**src/hdl/dttc_pkg.sv**
```systemverilog
// shared types, constants and term tables of the time-to-contact estimator
`timescale 1ns / 1ps
package dttc_pkg;

  // configuration port
  localparam int CFG_IDX_W  = 3;
  localparam int CFG_DATA_W = 13;

  localparam logic [CFG_IDX_W-1:0] REG_ROI_LEFT    = 3'd0;
  localparam logic [CFG_IDX_W-1:0] REG_ROI_TOP     = 3'd1;
  localparam logic [CFG_IDX_W-1:0] REG_ROI_WIDTH   = 3'd2;
  localparam logic [CFG_IDX_W-1:0] REG_ROI_HEIGHT  = 3'd3;
  localparam logic [CFG_IDX_W-1:0] REG_FRAME_WIDTH = 3'd4;

  localparam logic [11:0] ROI_LEFT_RST    = 12'd29;
  localparam logic [11:0] ROI_TOP_RST     = 12'd0;
  localparam logic [8:0]  ROI_WIDTH_RST   = 9'd133;
  localparam logic [12:0] ROI_HEIGHT_RST  = 13'd70;
  localparam logic [12:0] FRAME_WIDTH_RST = 13'd640;

  // status codes
  localparam logic [1:0] ST_VALID    = 2'd0;
  localparam logic [1:0] ST_SINGULAR = 2'd1;
  localparam logic [1:0] ST_ZERO_DIV = 2'd2;

  // accumulated sums: 0..5 normal matrix, 6..8 right-hand vector
  localparam int NUM_SUMS = 9;
  localparam int SUM_W    = 64;
  typedef logic [NUM_SUMS-1:0][SUM_W-1:0] sums_t;

  // weighted gradient width and determinant width
  localparam int GW    = 25;
  localparam int DET_W = 194;

  // frames of sums waiting between front and solver
  localparam int QUEUE_DEPTH = 2;

  // sum index of operand k of determinant term t (terms 6..11 use the B column)
  function automatic logic [3:0] term_src(input logic [3:0] t, input logic [1:0] k);
    logic        alt;
    logic [3:0]  tt;
    logic [11:0] trip;
    logic [3:0]  e;
    logic [3:0]  s;
    alt = (t >= 4'd6);
    tt  = alt ? t - 4'd6 : t;
    case (tt)
      4'd0:    trip = {4'd0, 4'd4, 4'd8};
      4'd1:    trip = {4'd1, 4'd5, 4'd6};
      4'd2:    trip = {4'd2, 4'd3, 4'd7};
      4'd3:    trip = {4'd2, 4'd4, 4'd6};
      4'd4:    trip = {4'd0, 4'd5, 4'd7};
      4'd5:    trip = {4'd1, 4'd3, 4'd8};
      default: trip = '0;
    endcase
    case (k)
      2'd0:    e = trip[11:8];
      2'd1:    e = trip[7:4];
      default: e = trip[3:0];
    endcase
    case (e)
      4'd0:    s = 4'd0;
      4'd1:    s = 4'd1;
      4'd2:    s = alt ? 4'd6 : 4'd2;
      4'd3:    s = 4'd1;
      4'd4:    s = 4'd3;
      4'd5:    s = alt ? 4'd7 : 4'd4;
      4'd6:    s = 4'd2;
      4'd7:    s = 4'd4;
      4'd8:    s = alt ? 4'd8 : 4'd5;
      default: s = 4'd0;
    endcase
    return s;
  endfunction

  // anti-diagonal terms of the expansion are subtracted
  function automatic logic term_neg(input logic [3:0] t);
    logic [3:0] tt;
    tt = (t >= 4'd6) ? t - 4'd6 : t;
    return (tt >= 4'd3);
  endfunction

endpackage

```
**src/hdl/dttc_fifo.sv**
```systemverilog
// short queue of per-frame sums between the pixel front end and the solver
`timescale 1ns / 1ps
module dttc_fifo (
  input  logic           clk,
  input  logic           rst,
  input  logic           push,
  input  dttc_pkg::sums_t din,
  output logic           full,
  input  logic           pop,
  output dttc_pkg::sums_t dout,
  output logic           empty
);
  import dttc_pkg::*;

  localparam int PW = (QUEUE_DEPTH > 1) ? $clog2(QUEUE_DEPTH) : 1;

  sums_t           entry [QUEUE_DEPTH];
  logic [PW-1:0]   wp;
  logic [PW-1:0]   rp;
  logic [PW:0]     count;
  logic            do_push;
  logic            do_pop;

  assign full    = (count == (PW+1)'(QUEUE_DEPTH));
  assign empty   = (count == '0);
  assign do_push = push && !full;
  assign do_pop  = pop && !empty;
  assign dout    = entry[rp];

  // storage
  always_ff @(posedge clk) begin
    if (do_push) entry[wp] <= din;
  end

  // pointers and fill count
  always_ff @(posedge clk) begin
    if (rst) begin
      wp    <= '0;
      rp    <= '0;
      count <= '0;
    end else begin
      if (do_push) wp <= (wp == PW'(QUEUE_DEPTH-1)) ? '0 : wp + PW'(1);
      if (do_pop)  rp <= (rp == PW'(QUEUE_DEPTH-1)) ? '0 : rp + PW'(1);
      if (do_push && !do_pop)      count <= count + (PW+1)'(1);
      else if (do_pop && !do_push) count <= count - (PW+1)'(1);
    end
  end

endmodule

```
**config.mk**
```make
export PLATFORM = sky130hd
export DESIGN_NAME = dttc_fifo
export DESIGN_NICKNAME = d
export VERILOG_FILES = /design/src/hdl/dttc_pkg.sv /design/src/hdl/dttc_fifo.sv
export SDC_FILE = /design/constraint.sdc
export NUM_CORES = 1
export LEC_CHECK = 0
export CAP_MARGIN = 25
export CORE_AREA = 2 2 450 452
export CTS_CLUSTER_SIZE = 20
export DETAILED_ROUTE_END_ITERATION = 6
export DIE_AREA = 0 0 452 454
export DONT_BUFFER_PORTS = 1
export PLACE_DENSITY = 0.32
export REMOVE_ABC_BUFFERS = 1
export SYNTH_ARGS = -nofsm -noshare
export SYNTH_HDL_FRONTEND = slang
export SYNTH_SLANG_ARGS = --single-unit
```
**constraint.sdc**
```tcl
create_clock -name clk -period 16.6 [get_ports clk]
set_clock_uncertainty 0.1 [all_clocks]
set_input_delay 1.66 -clock clk [delete_from_list [all_inputs] [get_ports clk]]
set_output_delay 1.66 -clock clk [all_outputs]
set_load 0.01 [all_outputs]
```
### Word level (Yosys, flattened, before mapping)

Memory sizes are Yosys's and may differ from the RTL's. A register that Yosys moved wholly into a read port is not among the register bits.
Index checks and enable logic that the tools add are counted.

* output and inout bits: 578
* bits in read-only memories: 0
* word-level logic and storage cells: 27
* latch bits: 0
* memories: 1
* register bits after elaboration: 4
* RAM bits: 1152
* input port bits: 580

* shift-type cells: 0
* multiply operators: 0
* div/mod/pow operators: 0
* add/subtract/negate cells: 4
* $lt $le $gt $ge: 0
* equality and inequality tests: 1
* mux-type cells: 8
* bitwise operators: 0
* reductions and logical operators: 10

Memory list
* entry: words 2, width 576, read ports 1, clocked after memory_dff 1, write ports 1, RTL line dttc_fifo.sv:17 `sums_t entry [QUEUE_DEPTH];`

Operators with widths (number)
* 2-to-1 mux 1 bit: 6
* logical AND 1 bit: 4
* logical NOT 1 bit: 4
* 2-to-1 mux 2 bit: 2
* adder 1 bit (second input constant): 2
* adder 2 x 1 -> 2 bit (second input constant): 1
* == test 2 bit (second input constant): 1
* logical NOT 2 bit: 1
* nonzero test 2 bit: 1
* subtractor 2 x 1 -> 2 bit (second input constant): 1

### Longest topological paths before layout

Gate-level depths: netlist (run 1).

* depth after elaboration: 7
* gate-level depth with buffers: 6
* gate-level depth less buffers: 6

### Least setup slack after synthesis (run 1)

OpenSTA, ideal clock, no wires.

* path kind: in2reg
* start point: input push
* end point: memory entry[1][0] (netlist bit) (enable)
* setup time: 1.019 ns
* data arrival time: 14.867 ns
* data required time: 15.481 ns
* buffers on the path: 0
* setup slack: 0.614 ns
* cell stages on the path: 3
* path through: inv_1 nor2_1 and2_1

* longest elaborated chain between the ends: 3

RTL lines
* from (decl): RTL line dttc_fifo.sv:6 `input logic push,`
* logical AND 1 bit: RTL line dttc_fifo.sv:26 `assign do_push = push && !full;`
* named net do_push: RTL line dttc_fifo.sv:21 `logic do_push;`
* 2-to-1 mux 1 bit: RTL line dttc_fifo.sv:32 `if (do_push) entry[wp] <= din;`
* 2-to-1 mux 1 bit (implied by the code): RTL line dttc_fifo.sv:32
* to (decl): RTL line dttc_fifo.sv:17

The timed path passes the listed nets, and every way through them passes these cells.

==> results of run 1 <==
logic make-up (layout without fill, tap and decap cells):
group | after synthesis | after routing | synth area share (%)
AO/OA/AOI/OAI | 5 | 5 | 0.05954
XOR/XNOR | 3 | 3 | 0.06254
adder cells (fa/ha/maj) | 1 | 1 | 0.02977
buffers and inverters | 66 | 282 | 1.748
flip-flops | 1157 | 1157 | 82.56
multiplexers | 576 | 576 | 15.44
other | 0 | 7 | 0
AND/OR/NAND/NOR | 9 | 9 | 0.1042
cells in the final DEF (no fill, tap or decap), types with 2 or more instances in the layout:
master      count
clkinv_2       18
dfxtp_1         4
mux2_2        576
a21oi_1         2
clkbuf_1       31
o21ai_0         3
clkinv_4        2
clkinv_8        4
clkinv_16       3
diode_2         7
edfxtp_1     1152
xor2_1          3
or3_1           2
clkinv_1       32
nor2_1          5
buf_16          5
buf_12          3
clkinvlp_4      3
clkbuf_16     144
bufinv_16       7
inv_6           5
clkbuf_8        2
buf_4          20
area by class of cell:
type | instances | area share [%]
sequential | 1157 | 70.19
antenna | 7 | 0.03543
inverter | 2 | 0.03037
multi-input combinational | 594 | 13.34
timing repair buffer | 29 | 0.7264
tap | 2672 | 6.763
clock inverter | 74 | 1.334
clock buffer | 177 | 7.580
routing by layer:
layer	track usage [%]	vias up	routed length, µm	part of all wire, %
li1	-	7531	-	-
met5	0	-	41	0.032
met1	11.75	9262	42470	33
met4	3.778	6	3033	2.4
met2	21.54	783	68160	53
met3	6.203	184	13990	11
how the worst max path moves through the flow:
stage	startpoint	endpoint	slack (ns)	depth (start not counted)
floorplan	flip-flop	dout[0]	0.22	1
global placement	push	entry[1][108]	10.17	7
detailed placement	push	entry[1][108]	10.34	8
CTS	flip-flop	dout[254]	9.98	4
global route	flip-flop	dout[447]	9.83	4
finish	flip-flop	dout[447]	10.22	4
registers in the layout, summed over array words and instances (netlist names), named ones only:
name / flops
count: 2
entry: 1152
rp: 1
wp: 1
critical path, delay by kind of cell (launching register included):
kind     cells  cell delay [ns]
flops        1             0.77
buf+inv      3             2.34
mux          1             0.46
power groups by stage:
| stage | combinational, mW | clock, mW | sequential, mW |
|---|---|---|---|
| floorplan | 1.39 | 0 | 4.18 |
| global placement | 1.69 | 0 | 3.83 |
| detailed placement | 1.71 | 0 | 3.83 |
| CTS | 1.72 | 3.03 | 3.77 |
| global route | 1.76 | 3.13 | 3.80 |
| finish | 1.66 | 2.91 | 3.77 |
stage by stage:
stage	setup slack [ns]	hold WS (ns)	power [mW]	cells
floorplan	0.2163	0.3516	5.577	1753
global placement	10.17	0.3968	5.520	4448
detailed placement	10.34	0.3856	5.545	4452
CTS	9.979	0.3933	8.520	4703
global route	9.827	0.4383	8.690	4711
finish	10.22	0.3941	8.332	4712
==> flow_summary_export.csv, run 1 <==
group,metric,value,unit
power_and_ir_drop,pwr-share-comb,19.9,%
cells_and_area,synthToLayoutAreaGrowth,17.64,%
timing,setup_viol,0,
cts,clockBufferDepth,3,
drt,drt_iter0_drc,1005,
floorplanning,die-area,205200,µm²
cts,cts_root_buf,"clkbuf_16",
floorplanning,num_rows,165,
setup_path,cp.arrival,4.62,ns
yosys,syn_avg_cell_area,23.13,µm²
setup_path,r2r_cells,8,
timing,layout_min_cycle_time,6.376,ns
drt,drt-wirelength-per-cell,27.10,µm
yosys,ys_ff_latch,1157,
cells_and_area,fillCellCount,20210,
timing,setup_tns,0,ns
yosys,synth.area.top_cells,"edfxtp_1 (82%), mux2_2 (15%), buf_6 (1.4%)",
yosys,ys_warn_count,0,
setup_path,crit_chain,"buf_4 > buf_4 > buf_4 > mux2_2",
yosys,yosysMostFrequentCell,"edfxtp_1",
timing,fmax,156.8,MHz
yosys,ys_top_cells_by_count,"edfxtp_1 (1,152), mux2_2 (576), buf_6 (51), clkbuf_8 (10)",
setup_path,worstSetupPathType,"flip-flop to primary output",
placement,io_buffer_count,0,
yosys,synth_top_flop_cell,"edfxtp_1",
floorplanning,num_io_pins,1158,
grt,grt_max_degree,137,
placement,dpl_cell_area,44960,µm²
cts,cts_hold_buf,0,
yosys,synth_top_area_share,82.32,%
grt,grt_pass1_vias,18770,
power_and_ir_drop,p_sw_share,28.84,%
hold_path,hold_depth,2,
yosys,synth_cells,1817,
timing,fin_crit_sh,38.41,%
cts,cts_buffers,140,
yosys,synth_edf_count,1152,
cells_and_area,fin_util,24.61,%
timing,hold_viol,0,
cts,htree_num_levels,4,
hold_path,min_from,"wp",
setup_path,cp.required,14.84,ns
yosys,ys_types,15,
floorplanning,die_width,452,µm
run,max_cap_violations,0,
grt,overflow,0,
power_and_ir_drop,irDropWorstVdd,0.00008752,V
power_and_ir_drop,pwr-share-clk,34.9,%
drt,avgViaCountPerCell,3.770,
drt,drc,0,
drt,num_vias,17770,
timing,rsz0062_at_grt,"no",
power_and_ir_drop,p_leak,15.29,nW
grt,antenna_found_initial,26,
floorplanning,initial_core_util,20.92,%
yosys,async_flop_share,0,%
setup_path,crit-reg2reg-capture,"entry[1][177]",
power_and_ir_drop,power.density,168.5,nW/µm²
floorplanning,core_area,200900,µm²
cts,cts_tree,"built",
setup_path,critPathMaxStageDelay,0.82,ns
setup_path,end_kind,"primary output",
timing,tightest_slew,1.138,ns
yosys,yosysTopAreaCell,"edfxtp_1",
grt,grt_util_all_layers,11.95,%
hold_path,worstHoldPathType,"flip-flop to flip-flop",
timing,slew_viol_final,0,
cells_and_area,ff_latch_area,34700,µm²
power_and_ir_drop,p_sw,2.403,mW
setup_path,r2r-start,"count[0]",
grt,grt_pass1_wl,167.5,mm
drt,drt-total-wl,127.7,mm
cts,postCtsResizedCells,0,
yosys,yosysSeqAreaShare,82.56,%
placement,gp_congestion,0.8120,
floorplanning,dieHeight,454,µm
cells_and_area,multi_input_area,6596,µm²
cts,post_cts_buffers,0,
outcome,status,"finished clean",
setup_path,cp_slowest_cell,"buf_4",
drt,antenna_left,0,
yosys,syn_area,42020,µm²
timing,relSlewSlack,24.15,%
setup_path,crit_top_cell,"buf_4",
power_and_ir_drop,p_int,5.929,mW
cells_and_area,postLayoutCellArea,49430,µm²
hold_path,worstHoldEndpoint,"wp",
setup_path,reg2reg_setup_slack,11.69,ns
placement,hpwl,94.31,mm
cts,clkLatencyLatePin,0.77,ns
cts,cts_sinks,1157,
power_and_ir_drop,power_frac_seq,45.2,%
cells_and_area,drive_above_1_share,39.15,%
drt,first_pass_iters,5,
setup_path,cp_max_fo,64,
cells_and_area,fin_nets,2505,
setup_path,startpoint_type,"flip-flop",
cts,path_clk_slew,0.05,ns
Power figures use the tool's default switching activity.
==> run 2, diff against run 1 <==
- clock period: 16.6 -> 5.6 ns (I/O delays scaled with it)
==> run 2 against run 1 <==
Compared with the run above:
- register-to-register slack got worse by 8.9 ns
- combinational power increased to 3.2 times the previous value
- flip-flop and latch count unchanged
- routed wire length increased by 5.3%
- utilization increased by 2.9 points
- sequential power increased to 3.0 times the previous value
- largest power group unchanged
- clock power increased to 3.0 times the previous value
- non-clock buffer count increased by 587
==> flow_summary_export.csv, run 2 (synthesis results as in run 1) <==
group,metric,value,unit
floorplanning,die-area,205200,µm²
cts,cts_tree,"built",
cells_and_area,mostFrequentLayoutCell,"edfxtp_1",
timing,setup_viol,0,
timing,layout_min_cycle_time,3.483,ns
drt,num_vias,20280,
placement,hpwl,97.72,mm
cts,cts_root_buf,"clkbuf_16",
setup_path,crit_chain,"buf_4 > mux2_2",
run,max_cap_violations,0,
drt,first_pass_iters,5,
setup_path,cp_max_fo,49,
grt,grt_pass1_wl,179.9,mm
timing,rsz0062_at_grt,"no",
cts,cts_sinks,1157,
cts,clockBufferDepth,3,
setup_path,cp_top_family,"flip-flops",
cells_and_area,fin_util,27.54,%
power_and_ir_drop,p_int,17.88,mW
cells_and_area,drive_above_1_share,30.45,%
hold_path,worstHoldPathType,"input port to flip-flop",
grt,antenna_found_initial,38,
drt,avgViaCountPerCell,3.824,
floorplanning,dieHeight,454,µm
drt,drt_iter0_drc,1564,
cts,path_clk_slew,0.06,ns
grt,overflow,0,
drt,drc,0,
cells_and_area,largest_registers,"entry: 1152 flops, count: 2 flops",
power_and_ir_drop,pwr-share-comb,21.2,%
floorplanning,die_width,452,µm
power_and_ir_drop,p_sw_share,29.34,%
timing,tightest_slew,0.8606,ns
setup_path,startpoint_type,"flip-flop",
timing,relSlewSlack,42.63,%
cells_and_area,multi_input_area,6596,µm²
drt,drt-wirelength-per-cell,25.37,µm
grt,grt_max_degree,116,
placement,place_inst,4461,
cells_and_area,final_cell_mix,"edfxtp_1 (1,152), dlygate4sd3_1 (580), mux2_2 (576)",
cells_and_area,final_cells,5304,
setup_path,critPathBufInv,1,
cts,post_cts_buffers,0,
cells_and_area,fillCellCount,20040,
grt,grt_pass1_vias,21990,
setup_path,worstSetupPathType,"flip-flop to primary output",
timing,hold_viol,0,
floorplanning,initial_core_util,20.92,%
setup_path,cp_slowest_cell,"dfxtp_4",
timing,slew_viol_final,0,
outcome,status,"finished clean",
setup_path,cp.required,4.94,ns
timing,setup_tns,0,ns
cells_and_area,ff_latch_area,34700,µm²
timing,setup_slack,2.117,ns
power_and_ir_drop,power.density,457.3,nW/µm²
grt,grt_util_all_layers,12.54,%
timing,fin_crit_sh,62.20,%
cells_and_area,largest-register,"entry",
cts,htree_num_levels,4,
setup_path,cp.arrival,2.82,ns
power_and_ir_drop,p_leak,17.73,nW
placement,pre_cts_slack,2.679,ns
setup_path,critPathMaxStageDelay,0.90,ns
timing,fmax,287.1,MHz
floorplanning,core_area,200900,µm²
floorplanning,num_io_pins,1158,
cts,cts_buffers,139,
placement,gp_congestion,0.8713,
cts,clkLatencyLatePin,0.77,ns
cells_and_area,synthToLayoutAreaGrowth,31.67,%
power_and_ir_drop,p_sw,7.424,mW
power_and_ir_drop,power_frac_seq,44.3,%
drt,antenna_left,0,
drt,drt-total-wl,134.5,mm
power_and_ir_drop,pwr-share-clk,34.5,%
setup_path,end_kind,"primary output",
power_and_ir_drop,irDropWorstVdd,0.0002518,V
floorplanning,num_rows,165,
cells_and_area,largest_reg_flops,1152,
cells_and_area,fin_nets,3091,
placement,io_buffer_count,0,
## run 2: cell types whose count changed in the layout (fill, tap and decap cells not counted), moves of 5 or more
cell,before,now
buf_12,3,14
clkinv_2,18,11
clkinv_1,32,37
buf_16,5,0
dlygate4sd3_1,0,580
## run 2: worst paths after layout
path | slack, ns | startpoint | cells past startpoint | end
setup / recovery | 2.12 | flip-flop | 2 | dout[403]
hold / removal | 0.33 | din[115] | 1 | entry[1][115]
setup reg to reg | 2.80 | count[0] | 4 | entry[0][362]
hold reg to reg | 0.42 | wp | 2 | wp
## run 2: routing by layer
layer  part of all wire (%)  global-route usage (%)  up-vias
met3                    8.3                   4.888      236
met2                     53                   22.35      870
li1                       -                       -     8725
met5                  0.035                       0        -
met1                     36                   13.37    10450
met4                    3.0                   4.489        8
## run 2: final cells by class
class	count	area share, %
flip-flops and latches	1157	62.71
clock buffers	175	6.685
well taps	2672	6.042
clock inverters	77	1.266
multi-input cells	594	11.92
repair buffers	616	11.30
inverters	2	0.02714
diodes	11	0.04975
## run 2: timing repair
| item | 4_1_cts | 5_1_grt |
|---|---|---|
| setup endpoints to repair | 0 | 0 |
| hold endpoints to repair | 1157 | 0 |
| gates resized for setup | 0 | 0 |
| hold buffers | 580 | 0 |
## run 2: metrics by stage
step           power (mW)  hold slack, ns  area [µm²]
3_3_place_gp        16.43          0.3938       45100
4_1_cts             25.87          0.2109       55300
2_1_floorplan       15.11          0.3516       41290
5_1_grt             26.38          0.2560       55320
3_5_place_dp        16.48          0.3986       45100
6_report            25.30          0.3288       55330
## run 2: power groups by stage
stage / logic, mW / clock network, mW / registers, mW
3_5_place_dp: 5.07 / 0 / 11.4
6_report: 5.36 / 8.74 / 11.2
5_1_grt: 5.68 / 9.39 / 11.3
4_1_cts: 5.55 / 9.08 / 11.2
2_1_floorplan: 2.99 / 0 / 12.1
3_3_place_gp: 5.01 / 0 / 11.4
==> run 3, diff against run 2 <==
- ABC_AREA: not set -> 1
- CORE_AREA: 2 2 450 452 -> 2 2 451 453
- DIE_AREA: 0 0 452 454 -> 0 0 453 455
- PLACE_DENSITY: 0.32 -> 0.31
- clock period: 5.6 -> 3.4 ns (I/O delays scaled with it)
==> run 3 against run 2 <==
Compared with the run above:
- setup slack worse by 1.6 ns
- sequential power up 64%
- critical path depth up 1
- clock power up 60%
- synthesized cell count up 0.66%
- register-to-register slack worse by 1.7 ns
- power up 60%
- sequential share of layout area about the same
- via count down 1.5%
- die area up 0.44%
- critical path type unchanged
- largest cell class unchanged
- highest routed layer unchanged
==> flow_summary_export.csv, run 3 <==
group,metric,value,unit
power_and_ir_drop,power_frac_seq,45.4,%
yosys,synth_cells,1829,
setup_path,crit_chain,"buf_12 > buf_12 > mux2_2",
timing,fin_crit_sh,84.23,%
cts,cts_sinks,1157,
yosys,syn_avg_cell_area,22.99,µm²
floorplanning,die_width,453,µm
setup_path,cp.required,2.96,ns
drt,drt-wirelength-per-cell,24.15,µm
grt,grt_pass1_vias,21690,
drt,num_vias,19990,
setup_path,reg2reg_setup_slack,1.05,ns
timing,tightest_slew,0.7931,ns
cells_and_area,largest-register,"entry",
drt,wl_met3,9.876,mm
timing,hold_viol,0,
power_and_ir_drop,p_leak,17.79,nW
setup_path,worstSetupPathType,"flip-flop to primary output",
drt,wl_met2,68.73,mm
cts,clkLatencyLatePin,0.73,ns
cells_and_area,synthToLayoutAreaGrowth,31.67,%
cts,cts_root_buf,"clkbuf_16",
cells_and_area,largest_registers,"entry: 1152 flops, count: 2 flops",
cts,path_clk_slew,0.06,ns
drt,drt_iter0_drc,1099,
floorplanning,core_area,201300,µm²
cells_and_area,fin_nets,3115,
floorplanning,dieHeight,455,µm
setup_path,cp_max_fo,74,
grt,grt_util_all_layers,11.83,%
timing,layout_min_cycle_time,2.864,ns
timing,relSlewSlack,46.57,%
power_and_ir_drop,p_int,29.15,mW
drt,drt-total-wl,128.3,mm
cts,cts_buffers,139,
setup_path,r2r-start,"count[0]",
yosys,async_flop_share,0,%
setup_path,startpoint_type,"flip-flop",
floorplanning,num_io_pins,1158,
power_and_ir_drop,pwr-share-comb,20.1,%
floorplanning,num_rows,165,
yosys,syn_area,42050,µm²
cts,clockBufferDepth,3,
setup_path,cp_slowest_cell,"dfxtp_4",
power_and_ir_drop,p_sw,11.39,mW
yosys,ys_top_cells_by_count,"edfxtp_1 (1,152), mux2_2 (576), buf_6 (51), clkbuf_8 (10)",
cells_and_area,final_cell_mix,"edfxtp_1 (1,152), dlygate4sd3_1 (579), mux2_2 (576)",
cts,htree_num_levels,4,
placement,gp_congestion,0.8051,
floorplanning,die-area,206100,µm²
yosys,ys_ff_latch,1157,
placement,io_buffer_count,0,
yosys,synth_top_area_share,82.27,%
timing,fmax,349.2,MHz
timing,rsz0062_at_grt,"no",
yosys,ys_types,15,
setup_path,critPathMaxStageDelay,0.47,ns
cells_and_area,mostFrequentLayoutCell,"edfxtp_1",
setup_path,cp.arrival,2.42,ns
setup_path,r2r_cells,4,
placement,hpwl,94.68,mm
yosys,ys_warn_count,0,
drt,highest_layer,"met5",
grt,antenna_found_initial,8,
drt,first_pass_iters,5,
yosys,yosysMostFrequentCell,"edfxtp_1",
drt,drc,0,
floorplanning,initial_core_util,20.89,%
cts,postCtsResizedCells,0,
grt,overflow,0,
power_and_ir_drop,pwr-share-clk,34.4,%
cells_and_area,drive_above_1_share,30.61,%
hold_path,worstHoldPathType,"input port to flip-flop",
drt,m1WireLength,45.82,mm
power_and_ir_drop,power.density,732.3,nW/µm²
yosys,yosysTopAreaCell,"edfxtp_1",
setup_path,end_kind,"primary output",
run,max_cap_violations,0,
power_and_ir_drop,p_sw_share,28.10,%
timing,slew_viol_final,0,
drt,antenna_left,0,
cts,cts_tree,"built",
timing,setup_viol,0,
drt,avgViaCountPerCell,3.763,
setup_path,crit_top_cell,"buf_12",
yosys,synth_top_flop_cell,"edfxtp_1",
yosys,yosysSeqAreaShare,82.51,%
setup_path,crit-reg2reg-capture,"entry[0][362]",
grt,grt_max_degree,103,
grt,grt_pass1_wl,172.3,mm
yosys,synth_edf_count,1152,
setup_path,endpoint,"dout[103]",
power_and_ir_drop,irDropWorstVdd,0.0004433,V
yosys,synth.area.top_cells,"edfxtp_1 (82%), mux2_2 (15%), buf_6 (1.4%)",
outcome,status,"finished clean",
cells_and_area,largest_reg_flops,1152,
timing,setup_tns,0,ns
cells_and_area,fin_util,27.51,%
-- run 3: cell count changes after synthesis, sizes merged --
cell	delta
nand3	+1
nor2	+4
nor2b	-1
nand4	+1
o21ai	+2
xor2	-3
a21oi	-1
inv	+7
or3	-2
nand2	+4
-- run 3: worst max-delay path, delay by kind of cell (launching register included) --
family                 cells  cell delay [ns]
DFF                        1             0.47
muxes                      1             0.47
buffers and inverters      2             0.57
-- run 3: power groups by stage --
stage	clock, mW	combinational (mW)	sequential, mW
final	14.0	8.17	18.4
after global routing	15.0	8.69	18.6
after CTS	14.5	8.51	18.4
after detailed placement	0	7.74	18.7
after global placement	0	7.72	18.7
after floorplan	0	2.73	18.4
-- run 3: repair_timing --
action,in CTS,in global routing
hold endpoints to repair,1157,0
hold buffers,579,0
setup buffers,0,0
-- run 3: area by class of cell --
| type | instances | area [µm²] |
|---|---|---|
| Fill cell | 20060 | 145900 |
| Sequential cell | 1157 | 34700 |
| Multi-Input combinational cell | 599 | 6610 |
| Timing Repair Buffer | 628 | 6401 |
| Clock buffer | 179 | 3701 |
| Tap cell | 2672 | 3343 |
| Clock inverter | 64 | 569.3 |
| Inverter | 9 | 33.78 |
| Antenna cell | 4 | 10.01 |
-- run 3: kinds of logic after synthesis --
logic type / count (synthesis) / share of synthesized area (%)
AO/OA/AOI/OAI: 6 / 0.07139
adder cells (fa/ha/maj): 1 / 0.02975
buffers and inverters: 73 / 1.809
flip-flops: 1157 / 82.51
multiplexers: 576 / 15.43
AND/OR/NAND/NOR: 16 / 0.1577
-- run 3: how the worst min path moves through the flow --
stage               slack, ns       endpoint  cells after the start      from
global placement         0.34  entry[0][498]                      0  din[498]
CTS                      0.03  entry[1][402]                      1  din[402]
global route             0.07  entry[0][499]                      1  din[499]
detailed placement       0.34   entry[1][50]                      0   din[50]
floorplan                0.34    entry[0][0]                      0    din[0]
finish                   0.14  entry[0][402]                      1  din[402]
-- run 3: per-layer routing --
| layer | global-route usage, % | vias to the layer above |
|---|---|---|
| met5 | 0 | - |
| li1 | - | 8746 |
| met3 | 4.516 | 189 |
| met4 | 4.042 | 6 |
| met1 | 12.26 | 10340 |
| met2 | 21.67 | 707 |
-- run 3: through the flow --
stage | instances | power, mW | setup slack (ns) | hold WS [ns] | area [µm²]
final | 5312 | 40.55 | 0.5361 | 0.1358 | 55370
after global routing | 5311 | 42.31 | 0.3867 | 0.06965 | 55360
after CTS | 5308 | 41.48 | 0.4215 | 0.03020 | 55360
after detailed placement | 4486 | 26.48 | 1.024 | 0.3389 | 45290
after global placement | 4486 | 26.43 | 1.025 | 0.3390 | 45290
after floorplan | 1765 | 21.10 | -22.60 | 0.3389 | 41320
